`src/lkf_pkg.sv`:
```
// Shared types and constants of the LED keyframe fade mapper.
package lkf_pkg;

	localparam int COLOR_W    = 8;
	localparam int FADE_REG_W = 7;
	localparam int LEN_REG_W  = 11;
	localparam int LED_ADDR_W = 10;
	localparam int APB_ADDR_W = 4;
	localparam int APB_DATA_W = 32;

	localparam logic [FADE_REG_W-1:0] FADE_RESET = 7'd1;
	localparam logic [LEN_REG_W-1:0]  LEN_RESET  = 11'd512;

	// Must stay a power of two so the queue pointers wrap on their own.
	localparam int QUEUE_DEPTH = 2;

	// The delta divider retires one quotient bit per cycle.
	localparam int DIV_CNT_W = $clog2(COLOR_W);
	localparam logic [DIV_CNT_W-1:0] DIV_LAST = DIV_CNT_W'(COLOR_W - 1);

	typedef enum logic [1:0] {
		REG_FADE_STEP = 2'd0,
		REG_STRIP_A   = 2'd1,
		REG_STRIP_B   = 2'd2
	} reg_index_t;

	typedef enum logic [1:0] {
		BK_IDLE,
		BK_DIV,
		BK_SETUP,
		BK_RUN
	} back_state_t;

endpackage

```
`src/lkf_front.sv`:
```
// Front end: takes keyframes, tracks frame position and queues at most one run descriptor per keyframe.
module lkf_front #(
	parameter int MAX_LEDS = 1024,
	parameter int MAX_FADE = 64,
	localparam int IDX_W  = $clog2(MAX_LEDS),
	localparam int TOT_W  = $clog2(MAX_LEDS + 1),
	localparam int FADE_W = $clog2(MAX_FADE + 1),
	localparam int DESC_W = 6 * lkf_pkg::COLOR_W + IDX_W + FADE_W + 1
) (
	input  logic                        clk,
	input  logic                        arst_n,
	input  logic                        in_valid,
	output logic                        in_ready,
	input  logic [lkf_pkg::COLOR_W-1:0] key_red,
	input  logic [lkf_pkg::COLOR_W-1:0] key_green,
	input  logic [lkf_pkg::COLOR_W-1:0] key_blue,
	input  logic [FADE_W-1:0]           fade_eff,
	input  logic [TOT_W-1:0]            total,
	input  logic                        full,
	output logic                        push,
	output logic [DESC_W-1:0]           push_desc
);

	localparam int POS_W = $clog2(MAX_LEDS + 2 * MAX_FADE + 1);
	localparam int CW    = POS_W + 1;

	typedef struct packed {
		logic [2:0][lkf_pkg::COLOR_W-1:0] prev;
		logic [2:0][lkf_pkg::COLOR_W-1:0] cur;
		logic [IDX_W-1:0]                 idx;
		logic [FADE_W-1:0]                count;
		logic                             ends;
	} desc_t;

	logic [POS_W-1:0]                 key_position_q;
	logic [2:0][lkf_pkg::COLOR_W-1:0] prev_colour_q;

	logic                             accept;
	logic                             stale;
	logic [POS_W-1:0]                 pos;
	logic                             first;
	logic [FADE_W-1:0]                off0;
	logic [CW-1:0]                    idx_full;
	logic [CW-1:0]                    span;
	logic                             emit;
	logic                             ends;
	logic [POS_W-1:0]                 next_pos;
	logic [2:0][lkf_pkg::COLOR_W-1:0] cur;
	desc_t                            desc;

	assign in_ready = !full;
	assign accept   = in_valid && in_ready;
	assign cur      = {key_red, key_green, key_blue};

	always_comb begin
		// A position left past the frame end by a register change starts a new frame.
		stale = (key_position_q != '0) &&
			(CW'(key_position_q) + CW'(1) >= CW'(total) + CW'(fade_eff));
		pos   = stale ? '0 : key_position_q;
		first = (pos == '0);
		off0  = first ? '0 : fade_eff - FADE_W'(1);

		// The top bit of idx_full marks a run that would start below LED zero.
		idx_full = CW'(pos) - CW'(off0);
		emit     = !idx_full[CW-1] && (idx_full < CW'(total));
		span     = CW'(total) - idx_full;

		ends     = (CW'(pos) + CW'(1) >= CW'(total));
		next_pos = pos + POS_W'(fade_eff);

		// The first keyframe of a frame shows its own colour, so it blends with itself.
		desc.prev  = first ? cur : prev_colour_q;
		desc.cur   = cur;
		desc.idx   = idx_full[IDX_W-1:0];
		desc.count = (span > CW'(off0)) ? off0 + FADE_W'(1) : span[FADE_W-1:0];
		desc.ends  = ends;
	end

	assign push      = accept && (total != '0) && emit;
	assign push_desc = desc;

	always_ff @(posedge clk or negedge arst_n) begin
		if (!arst_n) begin
			key_position_q <= '0;
			prev_colour_q  <= '0;
		end else if (accept && (total != '0)) begin
			if (ends) begin
				key_position_q <= '0;
				prev_colour_q  <= '0;
			end else begin
				key_position_q <= next_pos;
				prev_colour_q  <= cur;
			end
		end
	end

endmodule

```
`src/lkf_queue.sv`:
```
// Short descriptor queue between the front end and the back end.
module lkf_queue #(
	parameter int WIDTH = 64
) (
	input  logic             clk,
	input  logic             arst_n,
	input  logic             push,
	input  logic [WIDTH-1:0] push_data,
	output logic             full,
	input  logic             pop,
	output logic [WIDTH-1:0] pop_data,
	output logic             not_empty
);

	localparam int PTR_W = $clog2(lkf_pkg::QUEUE_DEPTH);
	localparam int CNT_W = $clog2(lkf_pkg::QUEUE_DEPTH + 1);

	logic [WIDTH-1:0] entry_q [lkf_pkg::QUEUE_DEPTH];
	logic [PTR_W-1:0] wr_ptr_q;
	logic [PTR_W-1:0] rd_ptr_q;
	logic [CNT_W-1:0] count_q;

	assign full      = (count_q == CNT_W'(lkf_pkg::QUEUE_DEPTH));
	assign not_empty = (count_q != '0);
	assign pop_data  = entry_q[rd_ptr_q];

	always_ff @(posedge clk) begin
		if (push) begin
			entry_q[wr_ptr_q] <= push_data;
		end
	end

	always_ff @(posedge clk or negedge arst_n) begin
		if (!arst_n) begin
			wr_ptr_q <= '0;
			rd_ptr_q <= '0;
			count_q  <= '0;
		end else begin
			if (push) begin
				wr_ptr_q <= wr_ptr_q + PTR_W'(1);
			end
			if (pop) begin
				rd_ptr_q <= rd_ptr_q + PTR_W'(1);
			end
			if (push && !pop) begin
				count_q <= count_q + CNT_W'(1);
			end else if (pop && !push) begin
				count_q <= count_q - CNT_W'(1);
			end
		end
	end

endmodule

```
`src/lkf_back.sv`:
```
// Back end: one colour step division per keyframe, then one LED per cycle when not stalled.
module lkf_back #(
	parameter int MAX_LEDS = 1024,
	parameter int MAX_FADE = 64,
	localparam int IDX_W  = $clog2(MAX_LEDS),
	localparam int FADE_W = $clog2(MAX_FADE + 1),
	localparam int DESC_W = 6 * lkf_pkg::COLOR_W + IDX_W + FADE_W + 1
) (
	input  logic                           clk,
	input  logic                           arst_n,
	input  logic [FADE_W-1:0]              fade_eff,
	input  logic [lkf_pkg::LEN_REG_W-1:0]  strip_a_length,
	input  logic                           q_valid,
	input  logic [DESC_W-1:0]              pop_desc,
	output logic                           pop,
	output logic                           out_valid,
	input  logic                           out_ready,
	output logic [lkf_pkg::LED_ADDR_W-1:0] led_address,
	output logic [lkf_pkg::COLOR_W-1:0]    out_red,
	output logic [lkf_pkg::COLOR_W-1:0]    out_green,
	output logic [lkf_pkg::COLOR_W-1:0]    out_blue,
	output logic                           last_of_run,
	output logic                           frame_end
);

	localparam int CLR_W = lkf_pkg::COLOR_W;
	localparam int AW    = ((IDX_W > lkf_pkg::LEN_REG_W) ? IDX_W : lkf_pkg::LEN_REG_W) + 1;

	typedef struct packed {
		logic [2:0][CLR_W-1:0] prev;
		logic [2:0][CLR_W-1:0] cur;
		logic [IDX_W-1:0]      idx;
		logic [FADE_W-1:0]     count;
		logic                  ends;
	} desc_t;

	desc_t desc;

	lkf_pkg::back_state_t state_q, state_d;
	logic [lkf_pkg::DIV_CNT_W-1:0] step_q;

	logic [2:0][CLR_W-1:0]  prev_q;
	logic [2:0]             neg_q;
	logic [2:0][CLR_W-1:0]  quo_q;
	logic [2:0][FADE_W-1:0] rem_q;
	logic [2:0][CLR_W:0]    dq_q;
	logic [2:0][FADE_W-1:0] dr_q;
	logic [2:0][CLR_W-1:0]  q_q;
	logic [2:0][FADE_W-1:0] r_q;
	logic [IDX_W-1:0]       idx_q;
	logic [FADE_W-1:0]      cnt_q;
	logic                   ends_q;

	logic                           out_valid_q;
	logic [lkf_pkg::LED_ADDR_W-1:0] led_address_q;
	logic [2:0][CLR_W-1:0]          colour_q;
	logic                           last_of_run_q;
	logic                           frame_end_q;

	logic                   out_free;
	logic                   out_load;
	logic                   run_last;
	logic [FADE_W:0]        f_ext;

	logic [2:0][CLR_W:0]    diff;
	logic [2:0][CLR_W:0]    diff_neg;
	logic [2:0][CLR_W-1:0]  mag;
	logic [2:0][FADE_W:0]   sh;
	logic [2:0][FADE_W:0]   sh_sub;
	logic [2:0]             ge;
	logic [2:0][FADE_W-1:0] rem_next;
	logic [2:0][CLR_W-1:0]  quo_next;
	logic [2:0][CLR_W:0]    dq_new;
	logic [2:0][FADE_W-1:0] dr_new;
	logic [2:0][CLR_W+1:0]  q0_sum;
	logic [2:0][FADE_W:0]   rs;
	logic [2:0][FADE_W:0]   rs_sub;
	logic [2:0]             wrap;
	logic [2:0][FADE_W-1:0] r_next;
	logic [2:0][CLR_W+1:0]  q_sum;

	logic [AW-1:0]          idx_w;
	logic [AW-1:0]          a_w;
	logic [AW-1:0]          addr_full;

	assign desc     = desc_t'(pop_desc);
	assign out_free = !out_valid_q || out_ready;
	assign run_last = (cnt_q == FADE_W'(1));
	assign f_ext    = {1'b0, fade_eff};

	always_comb begin
		state_d  = state_q;
		pop      = 1'b0;
		out_load = 1'b0;
		case (state_q)
			lkf_pkg::BK_IDLE: begin
				if (q_valid) begin
					pop     = 1'b1;
					state_d = lkf_pkg::BK_DIV;
				end
			end
			lkf_pkg::BK_DIV: begin
				if (step_q == lkf_pkg::DIV_LAST) begin
					state_d = lkf_pkg::BK_SETUP;
				end
			end
			lkf_pkg::BK_SETUP: begin
				state_d = lkf_pkg::BK_RUN;
			end
			lkf_pkg::BK_RUN: begin
				if (out_free) begin
					out_load = 1'b1;
					if (run_last) begin
						state_d = lkf_pkg::BK_IDLE;
					end
				end
			end
			default: begin
				state_d = lkf_pkg::BK_IDLE;
			end
		endcase
	end

	// Per channel: the numerator grows by d = cur - prev from one LED to the next, so
	// floor(d / f) and d mod f are found once and each LED only adds them with a carry.
	always_comb begin
		for (int c = 0; c < 3; c++) begin
			diff[c]     = {1'b0, desc.cur[c]} - {1'b0, desc.prev[c]};
			diff_neg[c] = ~diff[c] + (CLR_W + 1)'(1);
			mag[c]      = diff[c][CLR_W] ? diff_neg[c][CLR_W-1:0] : diff[c][CLR_W-1:0];

			sh[c]       = {rem_q[c], quo_q[c][CLR_W-1]};
			sh_sub[c]   = sh[c] - f_ext;
			ge[c]       = (sh[c] >= f_ext);
			rem_next[c] = ge[c] ? sh_sub[c][FADE_W-1:0] : sh[c][FADE_W-1:0];
			quo_next[c] = {quo_q[c][CLR_W-2:0], ge[c]};

			// A negative step rounds toward minus infinity, with the remainder kept positive.
			if (!neg_q[c]) begin
				dq_new[c] = {1'b0, quo_q[c]};
				dr_new[c] = rem_q[c];
			end else if (rem_q[c] == '0) begin
				dq_new[c] = ~{1'b0, quo_q[c]} + (CLR_W + 1)'(1);
				dr_new[c] = '0;
			end else begin
				dq_new[c] = ~{1'b0, quo_q[c]};
				dr_new[c] = fade_eff - rem_q[c];
			end
			q0_sum[c] = {2'b00, prev_q[c]} + {dq_new[c][CLR_W], dq_new[c]};

			rs[c]     = {1'b0, r_q[c]} + {1'b0, dr_q[c]};
			rs_sub[c] = rs[c] - f_ext;
			wrap[c]   = (rs[c] >= f_ext);
			r_next[c] = wrap[c] ? rs_sub[c][FADE_W-1:0] : rs[c][FADE_W-1:0];
			q_sum[c]  = {2'b00, q_q[c]} + {dq_q[c][CLR_W], dq_q[c]} + (CLR_W + 2)'(wrap[c]);
		end
	end

	// LEDs on the first strip are stored in reverse order.
	always_comb begin
		idx_w     = AW'(idx_q);
		a_w       = AW'(strip_a_length);
		addr_full = (idx_w < a_w) ? a_w - idx_w - AW'(1) : idx_w;
	end

	always_ff @(posedge clk or negedge arst_n) begin
		if (!arst_n) begin
			state_q     <= lkf_pkg::BK_IDLE;
			step_q      <= '0;
			out_valid_q <= 1'b0;
		end else begin
			state_q <= state_d;
			if (pop) begin
				step_q <= '0;
			end else if (state_q == lkf_pkg::BK_DIV) begin
				step_q <= step_q + lkf_pkg::DIV_CNT_W'(1);
			end
			if (out_load) begin
				out_valid_q <= 1'b1;
			end else if (out_ready) begin
				out_valid_q <= 1'b0;
			end
		end
	end

	always_ff @(posedge clk) begin
		if (pop) begin
			for (int c = 0; c < 3; c++) begin
				prev_q[c] <= desc.prev[c];
				neg_q[c]  <= diff[c][CLR_W];
				quo_q[c]  <= mag[c];
				rem_q[c]  <= '0;
			end
			idx_q  <= desc.idx;
			cnt_q  <= desc.count;
			ends_q <= desc.ends;
		end
		if (state_q == lkf_pkg::BK_DIV) begin
			quo_q <= quo_next;
			rem_q <= rem_next;
		end
		if (state_q == lkf_pkg::BK_SETUP) begin
			for (int c = 0; c < 3; c++) begin
				dq_q[c] <= dq_new[c];
				dr_q[c] <= dr_new[c];
				q_q[c]  <= q0_sum[c][CLR_W-1:0];
				r_q[c]  <= dr_new[c];
			end
		end
		if (out_load) begin
			for (int c = 0; c < 3; c++) begin
				q_q[c] <= q_sum[c][CLR_W-1:0];
				r_q[c] <= r_next[c];
			end
			idx_q         <= idx_q + IDX_W'(1);
			cnt_q         <= cnt_q - FADE_W'(1);
			led_address_q <= addr_full[lkf_pkg::LED_ADDR_W-1:0];
			colour_q      <= q_q;
			last_of_run_q <= run_last;
			frame_end_q   <= run_last && ends_q;
		end
	end

	assign out_valid   = out_valid_q;
	assign led_address = led_address_q;
	assign out_red     = colour_q[2];
	assign out_green   = colour_q[1];
	assign out_blue    = colour_q[0];
	assign last_of_run = last_of_run_q;
	assign frame_end   = frame_end_q;

`ifndef ASSERT_OFF
	a_run_has_leds: assert property (@(posedge clk) disable iff (!arst_n)
		(state_q == lkf_pkg::BK_RUN) |-> (cnt_q != '0))
		else $error("back end is walking a run with no LEDs left");

	a_rem_below_step: assert property (@(posedge clk) disable iff (!arst_n)
		(state_q == lkf_pkg::BK_RUN) |->
		((r_q[0] < fade_eff) && (r_q[1] < fade_eff) && (r_q[2] < fade_eff)))
		else $error("fade remainder reached the fade step");

	a_setup_after_div: assert property (@(posedge clk) disable iff (!arst_n)
		(state_q == lkf_pkg::BK_SETUP) |->
		(($past(state_q) == lkf_pkg::BK_DIV) && ($past(step_q) == lkf_pkg::DIV_LAST)))
		else $error("setup entered before the divider finished");

	a_frame_end_last: assert property (@(posedge clk) disable iff (!arst_n)
		(out_valid_q && frame_end_q) |-> last_of_run_q)
		else $error("frame end flagged on a word that does not close its run");
`endif

endmodule

```
`src/led_keyframe_fade_mapper.sv`:
```
// Top level of the LED keyframe fade mapper: register port, front end, queue and back end.
// The first LED word of a keyframe passes the queue, the back end's idle, divide, setup and
// run states and the output register. The back end writes n LEDs per keyframe (at most the
// fade step), after a bit-serial divider sizes the per-LED colour step, one keyframe at a time.
// The front end takes one keyframe per cycle while the two-entry queue has room.
// Reset clears frame position, previous colour, queue and back end; registers take defaults.
module led_keyframe_fade_mapper #(
	parameter int MAX_LEDS = 1024,
	parameter int MAX_FADE = 64
) (
	input  logic                           clk,
	input  logic                           arst_n,
	input  logic                           psel,
	input  logic                           penable,
	input  logic                           pwrite,
	input  logic [lkf_pkg::APB_ADDR_W-1:0] paddr,
	input  logic [lkf_pkg::APB_DATA_W-1:0] pwdata,
	output logic [lkf_pkg::APB_DATA_W-1:0] prdata,
	output logic                           pready,
	input  logic                           in_valid,
	output logic                           in_ready,
	input  logic [lkf_pkg::COLOR_W-1:0]    key_red,
	input  logic [lkf_pkg::COLOR_W-1:0]    key_green,
	input  logic [lkf_pkg::COLOR_W-1:0]    key_blue,
	output logic                           out_valid,
	input  logic                           out_ready,
	output logic [lkf_pkg::LED_ADDR_W-1:0] led_address,
	output logic [lkf_pkg::COLOR_W-1:0]    out_red,
	output logic [lkf_pkg::COLOR_W-1:0]    out_green,
	output logic [lkf_pkg::COLOR_W-1:0]    out_blue,
	output logic                           last_of_run,
	output logic                           frame_end
);

	localparam int IDX_W  = $clog2(MAX_LEDS);
	localparam int TOT_W  = $clog2(MAX_LEDS + 1);
	localparam int FADE_W = $clog2(MAX_FADE + 1);
	localparam int DESC_W = 6 * lkf_pkg::COLOR_W + IDX_W + FADE_W + 1;

	logic [lkf_pkg::FADE_REG_W-1:0] fade_step_q;
	logic [lkf_pkg::LEN_REG_W-1:0]  strip_a_length_q;
	logic [lkf_pkg::LEN_REG_W-1:0]  strip_b_length_q;

	logic                           reg_write;
	lkf_pkg::reg_index_t            reg_index;
	logic [FADE_W-1:0]              fade_eff;
	logic [lkf_pkg::LEN_REG_W:0]    len_sum;
	logic [TOT_W-1:0]               total;

	logic                           q_push;
	logic                           q_full;
	logic                           q_pop;
	logic                           q_valid;
	logic [DESC_W-1:0]              push_desc;
	logic [DESC_W-1:0]              pop_desc;

	assign pready    = 1'b1;
	assign reg_write = psel && penable && pwrite;
	assign reg_index = lkf_pkg::reg_index_t'(paddr[3:2]);

	always_ff @(posedge clk or negedge arst_n) begin
		if (!arst_n) begin
			fade_step_q      <= lkf_pkg::FADE_RESET;
			strip_a_length_q <= lkf_pkg::LEN_RESET;
			strip_b_length_q <= lkf_pkg::LEN_RESET;
		end else if (reg_write) begin
			case (reg_index)
				lkf_pkg::REG_FADE_STEP: fade_step_q <= pwdata[lkf_pkg::FADE_REG_W-1:0];
				lkf_pkg::REG_STRIP_A:   strip_a_length_q <= pwdata[lkf_pkg::LEN_REG_W-1:0];
				lkf_pkg::REG_STRIP_B:   strip_b_length_q <= pwdata[lkf_pkg::LEN_REG_W-1:0];
				default: ;
			endcase
		end
	end

	always_comb begin
		case (reg_index)
			lkf_pkg::REG_FADE_STEP: prdata = lkf_pkg::APB_DATA_W'(fade_step_q);
			lkf_pkg::REG_STRIP_A:   prdata = lkf_pkg::APB_DATA_W'(strip_a_length_q);
			lkf_pkg::REG_STRIP_B:   prdata = lkf_pkg::APB_DATA_W'(strip_b_length_q);
			default:                prdata = '0;
		endcase
	end

	// A zero step acts as one; a step beyond the supported fade is clamped.
	always_comb begin
		if (fade_step_q == '0) begin
			fade_eff = FADE_W'(1);
		end else if (32'(fade_step_q) > MAX_FADE) begin
			fade_eff = FADE_W'(MAX_FADE);
		end else begin
			fade_eff = FADE_W'(fade_step_q);
		end
		len_sum = {1'b0, strip_a_length_q} + {1'b0, strip_b_length_q};
		if (32'(len_sum) > MAX_LEDS) begin
			total = TOT_W'(MAX_LEDS);
		end else begin
			total = TOT_W'(len_sum);
		end
	end

	lkf_front #(
		.MAX_LEDS (MAX_LEDS),
		.MAX_FADE (MAX_FADE)
	) u_front (
		.clk       (clk),
		.arst_n    (arst_n),
		.in_valid  (in_valid),
		.in_ready  (in_ready),
		.key_red   (key_red),
		.key_green (key_green),
		.key_blue  (key_blue),
		.fade_eff  (fade_eff),
		.total     (total),
		.full      (q_full),
		.push      (q_push),
		.push_desc (push_desc)
	);

	lkf_queue #(
		.WIDTH (DESC_W)
	) u_queue (
		.clk       (clk),
		.arst_n    (arst_n),
		.push      (q_push),
		.push_data (push_desc),
		.full      (q_full),
		.pop       (q_pop),
		.pop_data  (pop_desc),
		.not_empty (q_valid)
	);

	lkf_back #(
		.MAX_LEDS (MAX_LEDS),
		.MAX_FADE (MAX_FADE)
	) u_back (
		.clk            (clk),
		.arst_n         (arst_n),
		.fade_eff       (fade_eff),
		.strip_a_length (strip_a_length_q),
		.q_valid        (q_valid),
		.pop_desc       (pop_desc),
		.pop            (q_pop),
		.out_valid      (out_valid),
		.out_ready      (out_ready),
		.led_address    (led_address),
		.out_red        (out_red),
		.out_green      (out_green),
		.out_blue       (out_blue),
		.last_of_run    (last_of_run),
		.frame_end      (frame_end)
	);

endmodule
```
`config.mk`:
```
export PLATFORM = sky130hd
export DESIGN_NAME = led_keyframe_fade_mapper
export DESIGN_NICKNAME = d
export VERILOG_FILES = /design/src/lkf_pkg.sv /design/src/lkf_front.sv /design/src/lkf_queue.sv /design/src/lkf_back.sv /design/src/led_keyframe_fade_mapper.sv
export SDC_FILE = /design/constraint.sdc
export NUM_CORES = 1
export LEC_CHECK = 0
export BUFFER_PORTS_ARGS = -buffer_cell sky130_fd_sc_hd__buf_2
export CAP_MARGIN = 20
export CORE_MARGIN = 10
export CORE_UTILIZATION = 60
export DETAILED_ROUTE_END_ITERATION = 7
export GPL_TIMING_DRIVEN = 0
export PLACE_DENSITY = 0.78
export SKIP_LAST_GASP = 1
export SYNTH_ARGS = -nofsm -noshare
export SYNTH_HDL_FRONTEND = slang
export SYNTH_SLANG_ARGS = --single-unit
```
`constraint.sdc`:
```
create_clock -name clk -period 23.1 [get_ports clk]
set_input_delay 2.31 -clock clk [delete_from_list [all_inputs] [get_ports clk]]
set_output_delay 2.31 -clock clk [all_outputs]
set_load 0.005 [all_outputs]
```
======== Word-level counts from Yosys, hierarchy flattened ========
Memories as Yosys holds them, arrays and structs flattened.
Cells that the tools add are included.
word-level totals
  flip-flop bits (word level) ............. 290
  bits in writable memories ............... 132
  input bits .............................. 67
  output and inout bits ................... 71
  logic and storage cells ................. 220
  memories ................................ 1
memory list
  name             depth  width  rd ports  clocked after Yosys merged registers in  wr ports  line             text
  u_queue.entry_q  2      66     1         0                                        1         lkf_queue.sv:18  logic [WIDTH-1:0] entry_q [lkf_pkg::QUEUE_DEPTH];
operators by class
  add/subtract/negate cells ............... 48
  magnitude comparators ................... 13
  equal/unequal tests ..................... 12
  mux-type cells .......................... 61
  bitwise logic cells ..................... 6
  reductions and logical operators ........ 35
operators with widths
  operator                                                                           number
  24-bit 2-to-1 mux                                                                  6
  7-bit 2-to-1 mux                                                                   18
  21-bit 2-to-1 mux                                                                  4
  8-bit 2-to-1 mux                                                                   9
  7-bit subtractor                                                                   9
  8-bit by 1-bit adder with 8-bit output, second input constant                      6
  8-bit adder                                                                        6
  8-bit by 7-bit greater-or-equal comparator with 1-bit output                       6
  8-bit inverter                                                                     6
  11-bit 2-to-1 mux                                                                  3
  11-bit one-hot mux with 3 select lines                                             1
  10-bit 2-to-1 mux                                                                  3
  7-bit zero test                                                                    4
  8-bit by 8-bit subtractor with 9-bit output                                        3
  11-bit by 1-bit adder with 12-bit output, second input constant                    2
  7-bit by 7-bit adder with 8-bit output                                             3
  8-bit by 1-bit adder with 8-bit output                                             3
  11-bit nonzero test                                                                2
  7-bit by 1-bit subtractor with 7-bit output, second input constant                 2
  11-bit by 11-bit adder with 12-bit output                                          1
  11-bit by 7-bit adder with 12-bit output                                           1
  12-bit by 11-bit greater-or-equal comparator with 1-bit output                     1
  12-bit greater-or-equal comparator                                                 1
  12-bit by 11-bit greater-than comparator with 1-bit output, second input constant  1
  33 further kinds                                                                   74

======== Longest topological paths before layout ========
  depth in word-level cells ............... 17
  depth in mapped cells ................... 56
  gate-level depth less buffers ........... 53

======== Cells and area by module ========
Synthesis repeated with hierarchy kept, for this count alone.
second synthesis, totals
  cells, all modules ...................... 2589
  area total of the unflattened synthesis .. 28230.8 um^2
modules (own cells, without submodules)
  module                    times used  cells an instance  area an instance (um^2)  seq. area each (um^2)
  lkf_back                  1           1543               16016.6                  6636.4
  lkf_queue                 1           221                5064.9                   4063.9
  lkf_front                 1           615                4992.3                   875.8
  led_keyframe_fade_mapper  1           210                2157.1                   729.4

======== Least setup slack after synthesis ========
Ideal clock, no wire load.
  kind .................................... register to register
  from .................................... register strip_a_length_q[0] in the netlist's numbering
  to ...................................... memory u_queue.entry_q[0][0] in the netlist's numbering, enable pin
  library setup time ...................... 498 ps
  data arrival time ....................... 12279 ps
  required time ........................... 22602 ps
  setup slack ............................. 10322 ps
  stages on the path, launching flop included .. 49
  path buffers ............................ 3
  clock period less this slack ............ 12778 ps
  path through ............................ dfrtp_1 -> ha_1 -> inv_1 -> fa_1 -> xnor2_1 -> or3b_2 -> a2111oi_2 -> nand4b_1 -> a21oi_1 -> clkbuf_1 -> nand2b_1 -> inv_1 -> ha_1 -> a21o_1 -> a21oi_1 -> o21ai_0 -> and3_1 -> o211ai_1 -> [... 13 more ...] -> nand2b_1 -> ha_1 -> nor2b_1 -> o311a_1 -> o21ai_0 -> nand2b_1 -> xnor2_1 -> ha_1 -> nor2_1 -> nor2_1 -> o41ai_1 -> a31oi_1 -> a221oi_1 -> a211oi_2 -> a21o_1 -> a211oi_1 -> nor4_2 -> nor2b_1
between the ends
  cells in the longest elaborated chain, start to end .. 15
  elaborated cells between the ends (all ways) .. 18
  classes of those cells .................. add/sub (3); order compare (3); mux (5); reduce/logical (7)
ends and longest elaborated chain
  element                                                                                    line                            text
  start: declaration                                                                         led_keyframe_fade_mapper.sv:41  logic [lkf_pkg::LEN_REG_W-1:0] strip_a_length_q;
  start signal: assignment                                                                   led_keyframe_fade_mapper.sv:64  strip_a_length_q <= lkf_pkg::LEN_RESET;
  start signal: assignment                                                                   led_keyframe_fade_mapper.sv:69  lkf_pkg::REG_STRIP_A: strip_a_length_q <= pwdata[lkf_pkg::LEN_REG_W-1:0];
  11-bit by 11-bit adder with 12-bit output *                                                led_keyframe_fade_mapper.sv:94  len_sum = {1'b0, strip_a_length_q} + {1'b0, strip_b_length_q};
  12-bit by 11-bit greater-than comparator with 1-bit output                                 led_keyframe_fade_mapper.sv:95  if (32'(len_sum) > MAX_LEDS) begin
  11-bit 2-to-1 mux *                                                                        led_keyframe_fade_mapper.sv:95
  11-bit by 7-bit adder with 12-bit output                                                   lkf_front.sv:58                 (CW'(key_position_q) + CW'(1) >= CW'(total) + CW'(fade_eff));
  12-bit greater-or-equal comparator                                                         lkf_front.sv:58
  1-bit logical AND                                                                          lkf_front.sv:57                 stale = (key_position_q != '0) &&
  11-bit 2-to-1 mux                                                                          lkf_front.sv:59                 pos = stale ? '0 : key_position_q;
  11-bit zero test                                                                           lkf_front.sv:60                 first = (pos == '0);
  7-bit 2-to-1 mux                                                                           lkf_front.sv:61                 off0 = first ? '0 : fade_eff - FADE_W'(1);
  11-bit by 7-bit subtractor with 12-bit output                                              lkf_front.sv:64                 idx_full = CW'(pos) - CW'(off0);
  12-bit by 11-bit < comparator with 1-bit output / 1-bit zero test (equally long branches)  lkf_front.sv:65                 emit = !idx_full[CW-1] && (idx_full < CW'(total));
  1-bit logical AND                                                                          lkf_front.sv:65
  1-bit logical AND *                                                                        lkf_front.sv:79                 assign push = accept && (total != '0) && emit;
  net q_push                                                                                 led_keyframe_fade_mapper.sv:50  logic q_push;
  1-bit 2-to-1 mux *                                                                         lkf_queue.sv:28                 if (push) begin
  1-bit 2-to-1 mux (not written as such) *                                                   lkf_queue.sv:29                 entry_q[wr_ptr_q] <= push_data;
  end: declaration                                                                           lkf_queue.sv:18
The timed path passes the listed nets; every way through them passes the cells marked *.

======== Worst setup path in the final report ========
  from .................................... register strip_a_length_q[1] in the netlist's numbering
  to ...................................... memory u_queue.entry_q[0][6] in the netlist's numbering, data pin
between the ends
  cells in the longest elaborated chain, start to end .. 13
  elaborated cells between the ends (all ways) .. 14
  classes of those cells .................. add/sub (5); order compare (3); mux (4); reduce/logical (2)
ends and longest elaborated chain
  element                                                     line                            text
  11-bit by 11-bit adder with 12-bit output *                 led_keyframe_fade_mapper.sv:94
  12-bit by 11-bit greater-than comparator with 1-bit output  led_keyframe_fade_mapper.sv:95
  11-bit 2-to-1 mux *                                         led_keyframe_fade_mapper.sv:95
  11-bit by 7-bit adder with 12-bit output                    lkf_front.sv:58
  12-bit greater-or-equal comparator                          lkf_front.sv:58
  1-bit logical AND                                           lkf_front.sv:57
  11-bit 2-to-1 mux                                           lkf_front.sv:59
  11-bit zero test                                            lkf_front.sv:60
  7-bit 2-to-1 mux                                            lkf_front.sv:61
  11-bit by 7-bit subtractor with 12-bit output               lkf_front.sv:64
  11-bit by 12-bit subtractor with 12-bit output              lkf_front.sv:66                 span = CW'(total) - idx_full;
  12-bit by 7-bit greater-than comparator with 1-bit output   lkf_front.sv:75                 desc.count = (span > CW'(off0)) ? off0 + FADE_W'(1) : span[FADE_W-1:0];
  7-bit 2-to-1 mux *                                          lkf_front.sv:75
  net push_desc[6]                                            led_keyframe_fade_mapper.sv:54  logic [DESC_W-1:0] push_desc;
Marked as above.

==> summary.txt <==
status: completed
GP Congestion: 0.959
Max-slew headroom: 22.1%
footprint of the multi-input gates: 13800 um^2
drt pass-1 iters: 6
Die Area: 54100 um^2
sequential area share after synthesis: 45.4%
# rows: 77
reg-to-reg startpoint: strip_a_length_q[1]$_DFFE_PN0P_
clock buffer count from CTS: 45
area leader, netlist: edfxtp_1
post-synthesis mux area share: 6.14%
Avg Vias per Cell: 5.97
drt drc: 0
Resized cells post-CTS: 0
worst min path class: flop to flop
Hold Vio Cnt, Final: 0
Slew @ Worst Pin: 1.16 ns
synth warn: 0
Clk Latency, worst-skew pair: 0.60 ns
simple-gate portion of the synthesized area: 9.71%
Nets: 3033
core box area: 44400 um^2
post-synthesis adder-cell area fraction: 13.9%
Layout Skew: 0.0358 ns
crit-path max FO: 10
startpoint types: flop
initial core utilization: 61.1%
Wirelength per Cell: 20.2 um
post-route ant nets: 0
die width: 233 um
Period minus WS final: 13.98 ns
Seq cells post-synth: 422
Syn-to-layout area delta: 11.0%
Post-CTS Setup Inserts: 0
synthesized cell area: 27100 um^2
critical path arrival: 14.32 ns
RSZ-0062 raised after global routing: no
crit end category: flop
total wire length: 67.0 mm
routed vias: 19774
port bufs: 92
WP data required: 23.44 ns
r2r endpoint: u_queue.entry_q[0][6]$_DFFE_PP_
antenna violations before repair: 1
clk sinks: 422
Max Cap Violations: 0
Max stage delay on crit path: 0.68 ns
gr usage total: 24.6%
FF-to-FF setup slack: 9.12 ns
number of I/O pins: 138
XOR/XNOR Fraction of Synth Area: 7.49%
worst-case reg-to-reg path depth: 51
complex-gate fraction of the synthesized area: 13.3%
Top FF cell, synth: edfxtp_1
largest net degree at the start of global routing: 67
CTS tree: yes
Clock Tree Root: clkbuf_16
utilization after layout: 67.8%
Final period util: 60.5%
Mapped Cells: 2509
Worst-path clk slew: 0.06 ns
DRT iter0 DRCs: 1801
# diodes: 0
worst hold start: u_back.q_q[10]$_DFFE_PP_
Setup-failing EPs final: 0
syn_area_per_cell: 10.8 um^2
CP max-delay cell: nor4_4
global route total overflow: 0
first-pass GRT wire length: 106 mm
Total Neg Setup Slack: 0 ns
total number of H-tree levels: 2
Hold Path Sink: u_back.out_green[2]$_DFFE_PP_
DP Wirelength: 50.4 mm
Clock Path Buffers: 3
FILL cells: 3244
sequential cell area: 12300 um^2
Yosys top cell area share: 38.5%
max-slew violations: 0
layout cells sized above 1: 11.5%
CTS Hold Bufs: 0
hold path cells: 0
largest cells by area after synthesis: edfxtp_1 39%, ha_1 12%, dfrtp_1 6.6%, xnor2_1 5.1%, mux2_2 3.8%
Die Y: 233 um
Post-synth EDFFs: 348
Crit Path Category: flop to flop
largest family of logic cells by synthesized area: adder cells
vias in the first global route: 19702
Peak Freq: 71.5 MHz
Async SR Flop Fraction: 17.5%
post-synth cell types: 75
[layout make-up]
| class | instances | share of cell area (%) |
|---|---|---|
| buffer | 92 | 1.43 |
| clock buffer | 55 | 3.87 |
| clock inverter | 28 | 0.840 |
| inverter | 182 | 2.27 |
| multi-input combinational | 1834 | 45.9 |
| sequential | 422 | 40.9 |
| tap | 592 | 2.46 |
| timing repair buffer | 107 | 2.39 |
[sequential cells by signal (all words and copies together), names as in the netlist, 10 cells and up]
signal and flops:
u_back.r_q 21, strip_a_length_q 11, u_back.prev_q 24, u_back.dr_q 21
u_back.led_address 10, u_front.prev_colour_q 24, strip_b_length_q 11, u_back.dq_q 24
u_back.rem_q 21, u_back.q_q 24, u_front.key_position_q 11, u_back.quo_next 21
u_back.idx_q 10, u_queue.entry_q 132
[cells by family after synthesis]
| kind of cell | Yosys count |
|---|---|
| and+or+nand+nor | 566 |
| buffers and inverters | 274 |
| xor gates and xnor gates | 232 |
| DFF | 422 |
| AOI/OAI and AO/OA | 575 |
| other | 2 |
| adders and majority gates | 283 |
| muxes | 155 |
[per-stage QoR]
step / cells / instance area, um^2 / hold WS, ns / setup WS, ns
6_report: 3312 / 30100 / 0.462 / 9.12
5_1_grt: 3312 / 30100 / 0.469 / 7.94
4_1_cts: 3308 / 30000 / 0.459 / 9.31
3_5_place_dp: 3225 / 28600 / 0.445 / 9.37
3_3_place_gp: 3214 / 28400 / 0.437 / 6.16
2_1_floorplan: 2530 / 27200 / 0.433 / 10.32
[cell usage in the layout (no fill, tap or decap), drive strengths merged, types with 75 or more instances in the layout]
| cell | n |
|---|---|
| a21o | 81 |
| a21oi | 149 |
| buf | 136 |
| clkbuf | 117 |
| edfxtp | 348 |
| ha | 252 |
| inv | 183 |
| mux2 | 91 |
| nand2 | 248 |
| nor2 | 108 |
| o21ai | 166 |
| xnor2 | 157 |
| xor2 | 75 |
[worst max path at each step]
| stage | from | endpoint |
|---|---|---|
| 5_1_grt | strip_a_length_q[1]$_DFFE_PN0P_ | u_queue.entry_q[0][6]$_DFFE_PP_ |
| 2_1_floorplan | strip_a_length_q[0]$_DFFE_PN0P_ | u_queue.entry_q[0][0]$_DFFE_PP_ |
| 4_1_cts | strip_a_length_q[1]$_DFFE_PN0P_ | u_queue.entry_q[0][6]$_DFFE_PP_ |
| 6_report | strip_a_length_q[1]$_DFFE_PN0P_ | u_queue.entry_q[0][6]$_DFFE_PP_ |
| 3_5_place_dp | strip_a_length_q[1]$_DFFE_PN0P_ | u_queue.entry_q[1][6]$_DFFE_PP_ |
| 3_3_place_gp | strip_a_length_q[1]$_DFFE_PN0P_ | u_queue.entry_q[0][24]$_DFFE_PP_ |
[critical path, delay by kind of cell, from the launching register on]
kind	cells	cell delay [ns]
mux	1	0.44
simple gates	10	2.60
buf+inv	7	1.95
xor+xnor	3	0.66
fa+ha+maj	7	2.20
compound gates	23	5.35
flops	1	0.53
[cells in the mapped netlist (all sizes together), types with 7 or more instances]
library cell	number
nor2b	30
o21ai	166
o22ai	11
mux2i	64
nand3	43
nand3b	7
o21bai	42
dfrtp	71
mux2	91
xnor2	157
o211ai	21
nor3	27
a21oi	149
xor2	75
nand4	13
a211oi	11
nor4	12
edfxtp	348
or3	8
o21a	22
fa	30
o31ai	16
ha	252
nand2b	24
a31oi	9
inv	181
clkbuf	61
nor2	108
a21o	81
buf	31
o31a	7
nand2	248
and2	19
[routing by layer]
metal  global-route usage (%)  up-vias  wire (um)
met5                        0        -          0
met1                     32.5     9569      28500
met4                     9.15        0       2200
met2                     40.6      723      31800
met3                     3.49      143       4500
li1                         -     9339          -
Power is not shown: default switching activity piles up to over one toggle a cycle in this logic, so the estimate is an artifact.
